==> config.mk <==
export PLATFORM = sky130hd
export DESIGN_NAME = nbgws_ctrl
export DESIGN_NICKNAME = d
export VERILOG_FILES = /design/src/design/nbgws_pkg.sv /design/src/design/nbgws_ctrl.sv
export SDC_FILE = /design/constraint.sdc
export NUM_CORES = 1
export LEC_CHECK = 0
export ABC_CLOCK_PERIOD_IN_PS = 3100
export BUFFER_PORTS_ARGS = -buffer_cell sky130_fd_sc_hd__buf_2
export CORE_ASPECT_RATIO = 2
export CORE_MARGIN = 5
export CORE_UTILIZATION = 55
export CTS_CLUSTER_DIAMETER = 120
export DETAILED_ROUTE_END_ITERATION = 6
export PLACE_DENSITY = 0.78
export SYNTH_ARGS = -nofsm -noshare
export SYNTH_HDL_FRONTEND = slang
export SYNTH_SLANG_ARGS = --single-unit
==> constraint.sdc <==
create_clock -name aclk -period 3.1 [get_ports aclk]
set_clock_uncertainty 0.1 [all_clocks]
set_input_delay 0.155 -clock aclk [delete_from_list [all_inputs] [get_ports aclk]]
set_output_delay 0.155 -clock aclk [all_outputs]
set_load 0.005 [all_outputs]
==> src/design/nbgws_pkg.sv <==
// Shared types, codes and fixed-point helpers for the n-body step block.
`default_nettype none

package nbgws_pkg;

    // Input operation codes
    localparam logic OPER_LOAD = 1'b0;
    localparam logic OPER_STEP = 1'b1;

    // Configuration register indexes
    localparam logic [2:0] CFG_GRAVITY_GAIN  = 3'd0;
    localparam logic [2:0] CFG_TIME_STEP     = 3'd1;
    localparam logic [2:0] CFG_MIN_DISTANCE  = 3'd2;
    localparam logic [2:0] CFG_ARENA_WIDTH   = 3'd3;
    localparam logic [2:0] CFG_ARENA_HEIGHT  = 3'd4;
    localparam logic [2:0] CFG_BODIES_IN_USE = 3'd5;

    // Configuration reset values
    localparam logic [31:0] RST_GRAVITY_GAIN  = 32'd32768000;
    localparam logic [31:0] RST_TIME_STEP     = 32'd6554;
    localparam logic [9:0]  RST_MIN_DISTANCE  = 10'd5;
    localparam logic [11:0] RST_ARENA_WIDTH   = 12'd1000;
    localparam logic [11:0] RST_ARENA_HEIGHT  = 12'd800;
    localparam logic [4:0]  RST_BODIES_IN_USE = 5'd15;

    // Datapath micro-operations
    typedef enum logic [4:0] {
        OP_IDLE,
        OP_LOAD,
        OP_GDT,
        OP_GDT_SAT,
        OP_RD_I,
        OP_CAP_I,
        OP_MOV_X,
        OP_MOV_Y,
        OP_RD_J,
        OP_DIFF,
        OP_SQ_X,
        OP_SQ_Y,
        OP_D2,
        OP_N_X,
        OP_N_Y,
        OP_ACC,
        OP_BOUNCE,
        OP_EMIT
    } dp_op_t;

    typedef struct packed {
        dp_op_t op;
        logic   last;
    } dp_cmd_t;

    typedef struct packed {
        logic       skip;
        logic       div_idle;
        logic [4:0] bodies_in_use;
    } dp_stat_t;

    typedef struct packed {
        logic [31:0] pos;
        logic [31:0] vel;
    } axis_t;

    // Saturate a wide signed value to 32 bits
    function automatic logic [31:0] sat_s32(input logic signed [67:0] v);
        if (v > 68'sh7FFFFFFF) begin
            return 32'h7FFFFFFF;
        end else if (v < -68'sh80000000) begin
            return 32'h80000000;
        end else begin
            return v[31:0];
        end
    endfunction

    // Negate with saturation of the most negative value
    function automatic logic [31:0] neg_sat(input logic signed [31:0] v);
        if (v == 32'sh80000000) begin
            return 32'h7FFFFFFF;
        end else begin
            return 32'(-v);
        end
    endfunction

    // Wall check for one axis: reflect velocity, clamp to radius from the wall
    function automatic axis_t bounce_axis(input logic signed [31:0] p,
                                          input logic signed [31:0] v,
                                          input logic [7:0] radius,
                                          input logic [11:0] wall);
        logic signed [33:0] p34;
        logic signed [33:0] r34;
        logic signed [33:0] w34;
        logic signed [33:0] lo_d;
        logic signed [33:0] hi_d;
        logic signed [33:0] wr;
        axis_t res;
        p34 = 34'(p);
        r34 = $signed({10'b0, radius, 16'b0});
        w34 = $signed({6'b0, wall, 16'b0});
        lo_d = p34 - r34;
        hi_d = p34 + r34;
        wr = w34 - r34;
        res.pos = p;
        res.vel = v;
        if (lo_d[33] || hi_d > w34) begin
            res.vel = neg_sat(v);
            res.pos = lo_d[33] ? r34[31:0] : wr[31:0];
        end
        return res;
    endfunction

endpackage

`default_nettype wire

==> src/design/nbgws_ctrl.sv <==
// Controller: sequences loads, the body loop, the pair loop and result hand-off.
`default_nettype none

module nbgws_ctrl
    import nbgws_pkg::*;
#(
    parameter int MAX_BODIES = 16
) (
    input  wire logic                          aclk,
    input  wire logic                          aresetn,
    input  wire logic                          s_valid,
    output logic                               s_ready,
    input  wire logic                          s_operation,
    output logic                               m_valid,
    input  wire logic                          m_ready,
    output dp_cmd_t                            cmd,
    output logic [$clog2(MAX_BODIES)-1:0]      addr,
    input  wire dp_stat_t                      stat
);

    localparam int AW = $clog2(MAX_BODIES);
    localparam int NW = $clog2(MAX_BODIES + 1);

    typedef enum logic [4:0] {
        ST_IDLE,
        ST_GDT,
        ST_GDT_SAT,
        ST_RD_I,
        ST_CAP_I,
        ST_MOV_X,
        ST_MOV_Y,
        ST_J,
        ST_DIFF,
        ST_SQ_X,
        ST_SQ_Y,
        ST_D2,
        ST_N_X,
        ST_N_Y,
        ST_WAIT,
        ST_ACC,
        ST_BOUNCE,
        ST_EMIT
    } state_t;

    state_t        state_reg;
    logic [AW-1:0] i_reg;
    logic [AW-1:0] j_reg;
    logic          m_valid_reg;
    logic [NW-1:0] n_bodies;
    logic          i_last, j_last, slot_free, accept;

    // Bodies per step, capped at the store depth
    assign n_bodies  = (32'(stat.bodies_in_use) > MAX_BODIES) ? NW'(MAX_BODIES)
                                                              : NW'(stat.bodies_in_use);
    assign i_last    = (NW'(i_reg) + NW'(1)) == n_bodies;
    assign j_last    = (NW'(j_reg) + NW'(1)) == n_bodies;
    assign slot_free = !m_valid_reg || m_ready;
    assign accept    = s_valid && s_ready;

    // State, loop counters and result valid
    always_ff @(posedge aclk) begin
        if (!aresetn) begin
            state_reg   <= ST_IDLE;
            i_reg       <= '0;
            j_reg       <= '0;
            m_valid_reg <= 1'b0;
        end else begin
            if (m_ready && !(state_reg == ST_EMIT && slot_free)) begin
                m_valid_reg <= 1'b0;
            end
            case (state_reg)
                ST_IDLE: begin
                    if (accept && s_operation == OPER_STEP && n_bodies != '0) begin
                        state_reg <= ST_GDT;
                        i_reg     <= '0;
                    end
                end
                ST_GDT:     state_reg <= ST_GDT_SAT;
                ST_GDT_SAT: state_reg <= ST_RD_I;
                ST_RD_I:    state_reg <= ST_CAP_I;
                ST_CAP_I:   state_reg <= ST_MOV_X;
                ST_MOV_X:   state_reg <= ST_MOV_Y;
                ST_MOV_Y: begin
                    state_reg <= ST_J;
                    j_reg     <= '0;
                end
                ST_J: begin
                    if (j_reg != i_reg) begin
                        state_reg <= ST_DIFF;
                    end else if (j_last) begin
                        state_reg <= ST_BOUNCE;
                    end else begin
                        j_reg <= j_reg + AW'(1);
                    end
                end
                ST_DIFF: state_reg <= ST_SQ_X;
                ST_SQ_X: state_reg <= ST_SQ_Y;
                ST_SQ_Y: state_reg <= ST_D2;
                ST_D2:   state_reg <= ST_N_X;
                ST_N_X: begin
                    if (!stat.skip) begin
                        state_reg <= ST_N_Y;
                    end else if (j_last) begin
                        state_reg <= ST_BOUNCE;
                    end else begin
                        state_reg <= ST_J;
                        j_reg     <= j_reg + AW'(1);
                    end
                end
                ST_N_Y: state_reg <= ST_WAIT;
                ST_WAIT: begin
                    if (stat.div_idle) begin
                        state_reg <= ST_ACC;
                    end
                end
                ST_ACC: begin
                    if (j_last) begin
                        state_reg <= ST_BOUNCE;
                    end else begin
                        state_reg <= ST_J;
                        j_reg     <= j_reg + AW'(1);
                    end
                end
                ST_BOUNCE: state_reg <= ST_EMIT;
                ST_EMIT: begin
                    if (slot_free) begin
                        m_valid_reg <= 1'b1;
                        if (i_last) begin
                            state_reg <= ST_IDLE;
                        end else begin
                            state_reg <= ST_RD_I;
                            i_reg     <= i_reg + AW'(1);
                        end
                    end
                end
                default: state_reg <= ST_IDLE;
            endcase
        end
    end

    // Datapath command for the current state
    always_comb begin
        cmd.op   = OP_IDLE;
        cmd.last = i_last;
        case (state_reg)
            ST_IDLE:    cmd.op = (accept && s_operation == OPER_LOAD) ? OP_LOAD : OP_IDLE;
            ST_GDT:     cmd.op = OP_GDT;
            ST_GDT_SAT: cmd.op = OP_GDT_SAT;
            ST_RD_I:    cmd.op = OP_RD_I;
            ST_CAP_I:   cmd.op = OP_CAP_I;
            ST_MOV_X:   cmd.op = OP_MOV_X;
            ST_MOV_Y:   cmd.op = OP_MOV_Y;
            ST_J:       cmd.op = OP_RD_J;
            ST_DIFF:    cmd.op = OP_DIFF;
            ST_SQ_X:    cmd.op = OP_SQ_X;
            ST_SQ_Y:    cmd.op = OP_SQ_Y;
            ST_D2:      cmd.op = OP_D2;
            ST_N_X:     cmd.op = stat.skip ? OP_IDLE : OP_N_X;
            ST_N_Y:     cmd.op = OP_N_Y;
            ST_ACC:     cmd.op = OP_ACC;
            ST_BOUNCE:  cmd.op = OP_BOUNCE;
            ST_EMIT:    cmd.op = slot_free ? OP_EMIT : OP_IDLE;
            default:    cmd.op = OP_IDLE;
        endcase
    end

    assign addr    = (state_reg == ST_J) ? j_reg : i_reg;
    assign s_ready = (state_reg == ST_IDLE);
    assign m_valid = m_valid_reg;

endmodule

`default_nettype wire

==> metrics, run 1 <==
status completed; Max-Cap Viols 0; Worst R2R Path Depth 7; number of flops mapped to enable cells by yosys 0; CTS resizes 0; Final Cell Area 0.00171 sq mm; flop-to-flop setup slack 0.29 ns; Post-Syn Nets 217; Core Footprint 0.00270 sq mm; Yosys warnings 0; first-pass GRT wire length 7520 um; Worst Path Arrival 2.83 ns; Max Clk Rate 0.355 GHz; Post-CTS Hold Fix Bufs 0; Die Area 0.00397 sq mm; Clock Sinks 14; fraction of layout cells with a size suffix above 1 0.222; crit-path max FO 9; cell count after synthesis 203; PD cells 340 mW/mm^2; Setup TNS 0 ns; number of global-route vias before repair 1644; Skew-Pair Late Insertion Delay 0.25 ns; Min Clock Period, post-route 2.81 ns; number of buffers added on ports 23; Cell Area, Placed 0.00165 sq mm; Mean Syn Cell Area 7.47 sq um; flops & latches, synth 14; Final Max Tran Viols 0; num ports 24; Period Utilization, post-route 0.908; Fin. Hold Viols 0; wire per inst 17.7 um; CP Launch Point i_reg[0]; violation count after the first detailed-route iteration 83; hpwl dp 3380 um; site row count 27; routability cong. 0.972; drt total wl 4420 um; Slew headroom 0.572; clock-pin slew on the worst setup and hold paths 0.06 ns; Post-DRT Antenna Nets 0; Setup Buffers After CTS 0; overall via count from detail_route 1684; H-tree lvl count 1; total CTS buffers 3; synth-to-layout area growth 12.6%; root buffer cell clkbuf_8; Crit. End Element flip-flop; Max rail drop VDD 268 uV; cell taking the most area after synthesis dfxtp_1; DRC viols 0; count of cell types in the netlist 62; worst min path class in -> reg; first-pass iteration count of the detailed router 4; Worst EP required 3.11 ns; CTS tree done; synth top area cells dfxtp_1, nor2_1, o21ai_0; grt ovf 0; antenna violations before repair 0; Global Route Usage Sum 0.245; # diodes 0; worst r2r src i_reg[0]; die width 47.1 um; RSZ-0062 raised after global routing no; CTS max path bufs 2; post-synthesis sequential area ratio 0.185; max reg flops 5; Initial Utilization 0.561; reg2reg end state_reg[1]; Worst setup SP type flip-flop; Top FF cell, synth dfxtp_1; routed vias/inst 6.74; largest net degree at the start of global routing 19; Final nets 236; DIE HEIGHT 84.3 um; asr flop ratio synth 0; worst slew pin tran 0.642 ns; final setup vio count 0; Leakage Power 0.714 nW; Critical Path End state_reg[1]; mapped cell area 0.00152 sq mm; WS Path Type reg -> reg; area share of the leading cell type in the synthesized netlist 0.185
## layout make-up
type	count	area (sq um)
clock buffer	4	55.1
tap	29	36.3
sequential	14	280
fill	264	995
inverter	7	26.3
timing repair buffer	30	168
multi-input combinational	166	1140
## worst min-delay path by stage
stage                        from  endpoint  cells after the start
after floorplan           aresetn  i_reg[1]                      2
after global placement    m_ready   m_valid                      4
after detailed placement  m_ready   m_valid                      4
after CTS                 aresetn  i_reg[1]                      3
after global routing      aresetn  i_reg[1]                      3
final                     m_ready   m_valid                      4
## power breakdown
part,internal [mW],switching [mW]
clock network,0.113,0.0657
registers,0.186,0.0175
logic,0.0877,0.111
total,0.386,0.194
## metal layers
metal	global-route usage	vias up	routed length (um)
li1	-	798	-
met1	0.291	787	1690
met2	0.399	80	2280
met3	0.0258	19	216
met4	0.141	0	230
met5	0	-	0
## worst max-delay path, stage by stage (launching register included)
cell and delay, ns:
dfxtp_1 0.49, ha_1 0.31, or3b_1 0.38, o211a_1 0.15
or4_4 0.52, o211a_4 0.27, nor3b_1 0.30, o22ai_1 0.15
## Yosys cell counts (all sizes together), types with 3 or more instances
cell type   n
a21oi      10
a31oi       4
buf         5
clkbuf     11
dfxtp      14
inv         6
mux2        3
nand2      13
nand2b      5
nand3       5
nand4       4
nand4b      3
nor2       20
nor2b       8
nor3        5
o211a       3
o21a        4
o21ai      12
or3         3
or3b        4
or4         4
xnor2       5
xor2        6
## cell families after synthesis
family          count (synthesis)  synth area share
mux                             5            0.0355
simple gates                   85             0.312
xor+xnor                       11            0.0635
compound gates                 63             0.326
fa+ha+maj                       2            0.0165
buf+inv                        23            0.0619
flops                          14             0.185
## per-stage QoR
stage                     setup slack (ns)  cells  power [mW]  hold slack (ns)   util
final                                0.285    250       0.580            0.117  0.632
after global routing                 0.146    250       0.607            0.158  0.632
after CTS                            0.323    250       0.578            0.120  0.632
after detailed placement             0.349    246       0.397            0.379  0.612
after global placement               0.487    246       0.393            0.374  0.612
after floorplan                      0.621    203       0.332            0.203      -
## cell usage in the layout, fill, tap and decap left out, types with 3 or more instances in the layout
| cell type | instances |
|---|---|
| a21oi_1 | 10 |
| a31oi_1 | 4 |
| buf_2 | 23 |
| buf_4 | 7 |
| clkbuf_8 | 4 |
| dfxtp_1 | 14 |
| inv_1 | 6 |
| mux2_2 | 3 |
| nand2_1 | 13 |
| nand2b_1 | 5 |
| nand3_1 | 5 |
| nand4_1 | 4 |
| nand4b_1 | 3 |
| nor2_1 | 20 |
| nor2b_1 | 8 |
| nor3_1 | 5 |
| o21a_1 | 3 |
| o21ai_0 | 12 |
| or3_1 | 3 |
| or4_1 | 3 |
| xnor2_1 | 5 |
| xor2_1 | 6 |
No activity file was read; power rests on OpenSTA's default activity.
==> run 2, diff against run 1 <==
==> constraint.sdc (replaced) <==
create_clock -name aclk -period 3.1 [get_ports aclk]
set_clock_uncertainty 0.1 [all_clocks]
set_input_delay 0.62 -clock aclk [delete_from_list [all_inputs] [get_ports aclk]]
set_output_delay 0.62 -clock aclk [all_outputs]
set_load 0.005 [all_outputs]
==> run 2 against run 1 <==
  * Register-to-register slack gained 0.12 ns
  * Total power shrank 0.30%
  * Worst hold slack gained 0.34 ns
  * Combinational power shrank 9.5%
  * Via count shrank 0.24%
  * Clock-buffer cell count is the same
  * Sequential share of layout area shrank 0.072 points
  * Non-clock buffer count grew 1
  * Clock power grew 6%
  * Critical path type is now reg -> out
  * Sequential cell count is the same
  * First-iteration DRC count shrank 22%
==> metrics, run 2 (synthesis results as in run 1) <==
Global Route Usage Sum 0.242; Setup WS post-layout 0.0742 ns; Skew-Pair Late Insertion Delay 0.26 ns; Final Max Tran Viols 0; Fin. Hold Viols 0; hpwl dp 3400 um; Max rail drop VDD 324 uV; worst path bufs/invs 1; Core Footprint 0.00270 sq mm; overall via count from detail_route 1680; Max Clk Rate 0.330 GHz; Setup Buffers After CTS 0; Worst path top cell family by delay simple AND/OR/NAND/NOR gates; flop-to-flop setup slack 0.41 ns; CTS max path bufs 2; Setup TNS 0 ns; drt total wl 4460 um; Final nets 237; violation count after the first detailed-route iteration 65; max incr delay on CP 0.53 ns; WS Path Type reg -> out; num ports 24; H-tree lvl count 1; worst slew pin tran 0.632 ns; root buffer cell clkbuf_8; PD cells 337 mW/mm^2; Worst EP required 2.38 ns; Slew headroom 0.578; Post-DRT Antenna Nets 0; number of buffers added on ports 23; largest net degree at the start of global routing 19; Min Clock Period, post-route 3.03 ns; max reg flops 5; DIE HEIGHT 84.3 um; met2 usage 0.431; fraction of layout cells with a size suffix above 1 0.225; routability cong. 0.937; RSZ-0062 raised after global routing no; routed vias/inst 6.69; worst min path class reg -> reg; # diodes 0; final setup vio count 0; DRC viols 0; Post-CTS Hold Fix Bufs 0; Max-Cap Viols 0; status completed; Hold WS 0.453 ns; synth-to-layout area growth 13.1%; Worst setup SP type flip-flop; post-layout util 0.635; clock-pin slew on the worst setup and hold paths 0.07 ns; wire per inst 17.8 um; most common cell after layout, fill and taps aside buf_2; met1 Use GR 0.264; Worst Path Arrival 2.31 ns; worst path cell trace ha_1 > or3b_1 > o211a_1 > or4_4 > o21ai_0 > buf_2; Cell Area, Placed 0.00166 sq mm; site row count 27; Clock Sinks 14; commonest non-fill, non-tap cells in the layout buf_2, nor2_1, dfxtp_1, nand2_1, o21ai_0; Final Cell Area 0.00172 sq mm; Leakage Power 0.720 nW; Top Usage Layer GRT met2; Initial Utilization 0.561; first-pass GRT wire length 7310 um; crit-path max FO 6; first-pass iteration count of the detailed router 4; setup slack at placement 0.298 ns; Die Area 0.00397 sq mm; die width 47.1 um; Crit. End Element output pin; CTS tree done; Period Utilization, post-route 0.976; slowest CP cell or4_4; grt met3 use 0.0300; CTS resizes 0; total CTS buffers 3; grt ovf 0; number of global-route vias before repair 1651; antenna violations before repair 0
## run 2: per-layer routing
layer  wire [um]  up-vias
met5           0        -
li1            -      806
met4         182        0
met3         257       16
met2        2330       79
met1        1690      779
## run 2: cell type report
class	instances	area, sq um
Multi-Input combinational cell	166	1140
Fill cell	259	987
Sequential cell	14	280
Timing Repair Buffer	31	175
Clock buffer	4	55.1
Tap cell	29	36.3
Inverter	7	26.3
## run 2: path summary, 6_finish.rpt
check | startpoint | endpoint | depth (start not counted)
setup / recovery | i_reg[1] | cmd[0] | 6
hold reg to reg | i_reg[1] | i_reg[1] | 2
hold / removal | i_reg[1] | i_reg[1] | 2
setup reg to reg | i_reg[1] | i_reg[3] | 7
## run 2: worst min-delay path: cells and delay by family, from the launching register on
kind             cells  cell delay, ns
flip-flops           1            0.36
AND/OR/NAND/NOR      1            0.09
multiplexers         1            0.06
## run 2: power breakdown
part	switching, mW	total, mW	internal (mW)	leakage, nW
Sequential	0.0244	0.210	0.185	0.113
Combinational	0.0976	0.180	0.0822	0.578
Clock	0.0757	0.189	0.113	0.0288
Total	0.198	0.578	0.381	0.720
## run 2: per-stage QoR
| step | total power, mW | cells |
|---|---|---|
| global route | 0.608 | 251 |
| global placement | 0.384 | 247 |
| finish | 0.578 | 251 |
| floorplan | 0.332 | 203 |
| detailed placement | 0.390 | 247 |
| CTS | 0.576 | 251 |
==> run 3, diff against run 2 <==
--- a/config.mk
+++ b/config.mk
@@ -12,7 +12,8 @@
 export CORE_UTILIZATION = 55
 export CTS_CLUSTER_DIAMETER = 120
 export DETAILED_ROUTE_END_ITERATION = 6
-export PLACE_DENSITY = 0.78
+export PLACE_DENSITY_LB_ADDON = 0.25
+export REMOVE_ABC_BUFFERS = 1
 export SYNTH_ARGS = -nofsm -noshare
 export SYNTH_HDL_FRONTEND = slang
 export SYNTH_SLANG_ARGS = --single-unit
==> run 3 against run 2 <==
  * Worst hold slack worse by 0.035 ns
  * Worst setup slack better by 0.082 ns
  * Clock-buffer cell count unchanged
  * Via count down 0.83%
  * Largest power group unchanged
==> metrics, run 3 (synthesis results as in run 1) <==
hpwl dp 3450 um; post-layout util 0.633; Worst Path Arrival 2.22 ns; violation count after the first detailed-route iteration 58; area of the multi-input gates 0.00114 sq mm; Final Max Tran Viols 0; total CTS buffers 3; Setup WS post-layout 0.156 ns; drt total wl 4490 um; wire per inst 17.9 um; H-tree lvl count 1; Net Sw Frac 0.339; Core Footprint 0.00270 sq mm; number of global-route vias before repair 1657; combinational share of power 0.326; Max-Cap Viols 0; status completed; worst slew pin tran 0.633 ns; Die Area 0.00397 sq mm; WS Path Type reg -> out; Worst setup SP type flip-flop; CTS tree done; Fin. Hold Viols 0; worst r2r src j_reg[0]; Overall Power 0.584 mW; RSZ-0062 raised after global routing no; number of buffers added on ports 23; Min Clock Period, post-route 2.94 ns; DRC viols 0; Filler cells 258; Clock Sinks 14; min-delay src i_reg[1]; Clock power frac 0.319; crit-path max FO 6; Worst EP required 2.38 ns; Post-CTS Hold Fix Bufs 0; antenna violations before repair 0; die width 47.1 um; Final Cell Area 0.00171 sq mm; Seq pwr share 0.354; first-pass iteration count of the detailed router 4; Post-Place Cells 246; Period Utilization, post-route 0.950; CTS resizes 0; Setup TNS 0 ns; sequential cell area 282 sq um; Final nets 236; Max Clk Rate 0.340 GHz; Slew headroom 0.577; CP Launch Point i_reg[1]; setup slack at placement 0.272 ns; overall via count from detail_route 1666; first-pass GRT wire length 7330 um; Max rail drop VDD 251 uV; CTS max path bufs 2; site row count 27; routability cong. 0.892; max reg flops 5; final instance count without filler cells 250; commonest non-fill, non-tap cells in the layout buf_2, nor2_1, nand2_1, dfxtp_1, o21ai_0; Crit. End Element output pin; Hold WS 0.418 ns; final setup vio count 0; Skew-Pair Late Insertion Delay 0.25 ns; Post-DRT Antenna Nets 0; # diodes 0; Internal 0.386 mW; Initial Utilization 0.561; num ports 24; clock-pin slew on the worst setup and hold paths 0.06 ns; synth-to-layout area growth 12.9%; routed vias/inst 6.66; grt ovf 0; net switching power figure 0.198 mW; DIE HEIGHT 84.3 um; Setup Buffers After CTS 0; Global Route Usage Sum 0.244; worst min path class reg -> reg; Cell Area, Placed 0.00165 sq mm; fraction of layout cells with a size suffix above 1 0.231; largest net degree at the start of global routing 19; PD cells 341 mW/mm^2; Leakage Power 0.710 nW; root buffer cell clkbuf_8; most common cell after layout, fill and taps aside buf_2
run 3: power by group through the flow:
stage | Sequential [mW] | Clock (mW) | Combinational (mW)
global placement | 0.210 | 0 | 0.182
detailed placement | 0.210 | 0 | 0.186
finish | 0.207 | 0.186 | 0.191
CTS | 0.206 | 0.186 | 0.189
global route | 0.208 | 0.198 | 0.206
floorplan | 0.206 | 0 | 0.117
run 3: final timing paths:
path,slack (ns),end,depth (start not counted)
worst max-delay path,0.16,cmd[0],6
worst min-delay path,0.42,i_reg[1],2
worst max register to register,0.43,state_reg[0],8
worst min register to register,0.42,i_reg[1],2
run 3: area by class of cell:
| class | instances | share of cell area |
|---|---|---|
| Multi-Input combinational cell | 166 | 0.669 |
| Sequential cell | 14 | 0.164 |
| Timing Repair Buffer | 30 | 0.0980 |
| Clock buffer | 4 | 0.0322 |
| Tap cell | 29 | 0.0212 |
| Inverter | 7 | 0.0154 |
run 3: layer usage:
metal / GRT usage / up-vias / share of wire
li1: - / 794 / -
met1: 0.250 / 792 / 0.37
met2: 0.446 / 60 / 0.55
met3: 0.0236 / 20 / 0.039
met4: 0.121 / 0 / 0.043
met5: 0 / - / 0
run 3: worst max-delay path: stages, from the launching register on:
cell and delay [ns]:
dfxtp_2 0.39, ha_2 0.24, or3b_1 0.35, o211a_1 0.15
or4_4 0.52, o21ai_0 0.18, buf_2 0.14
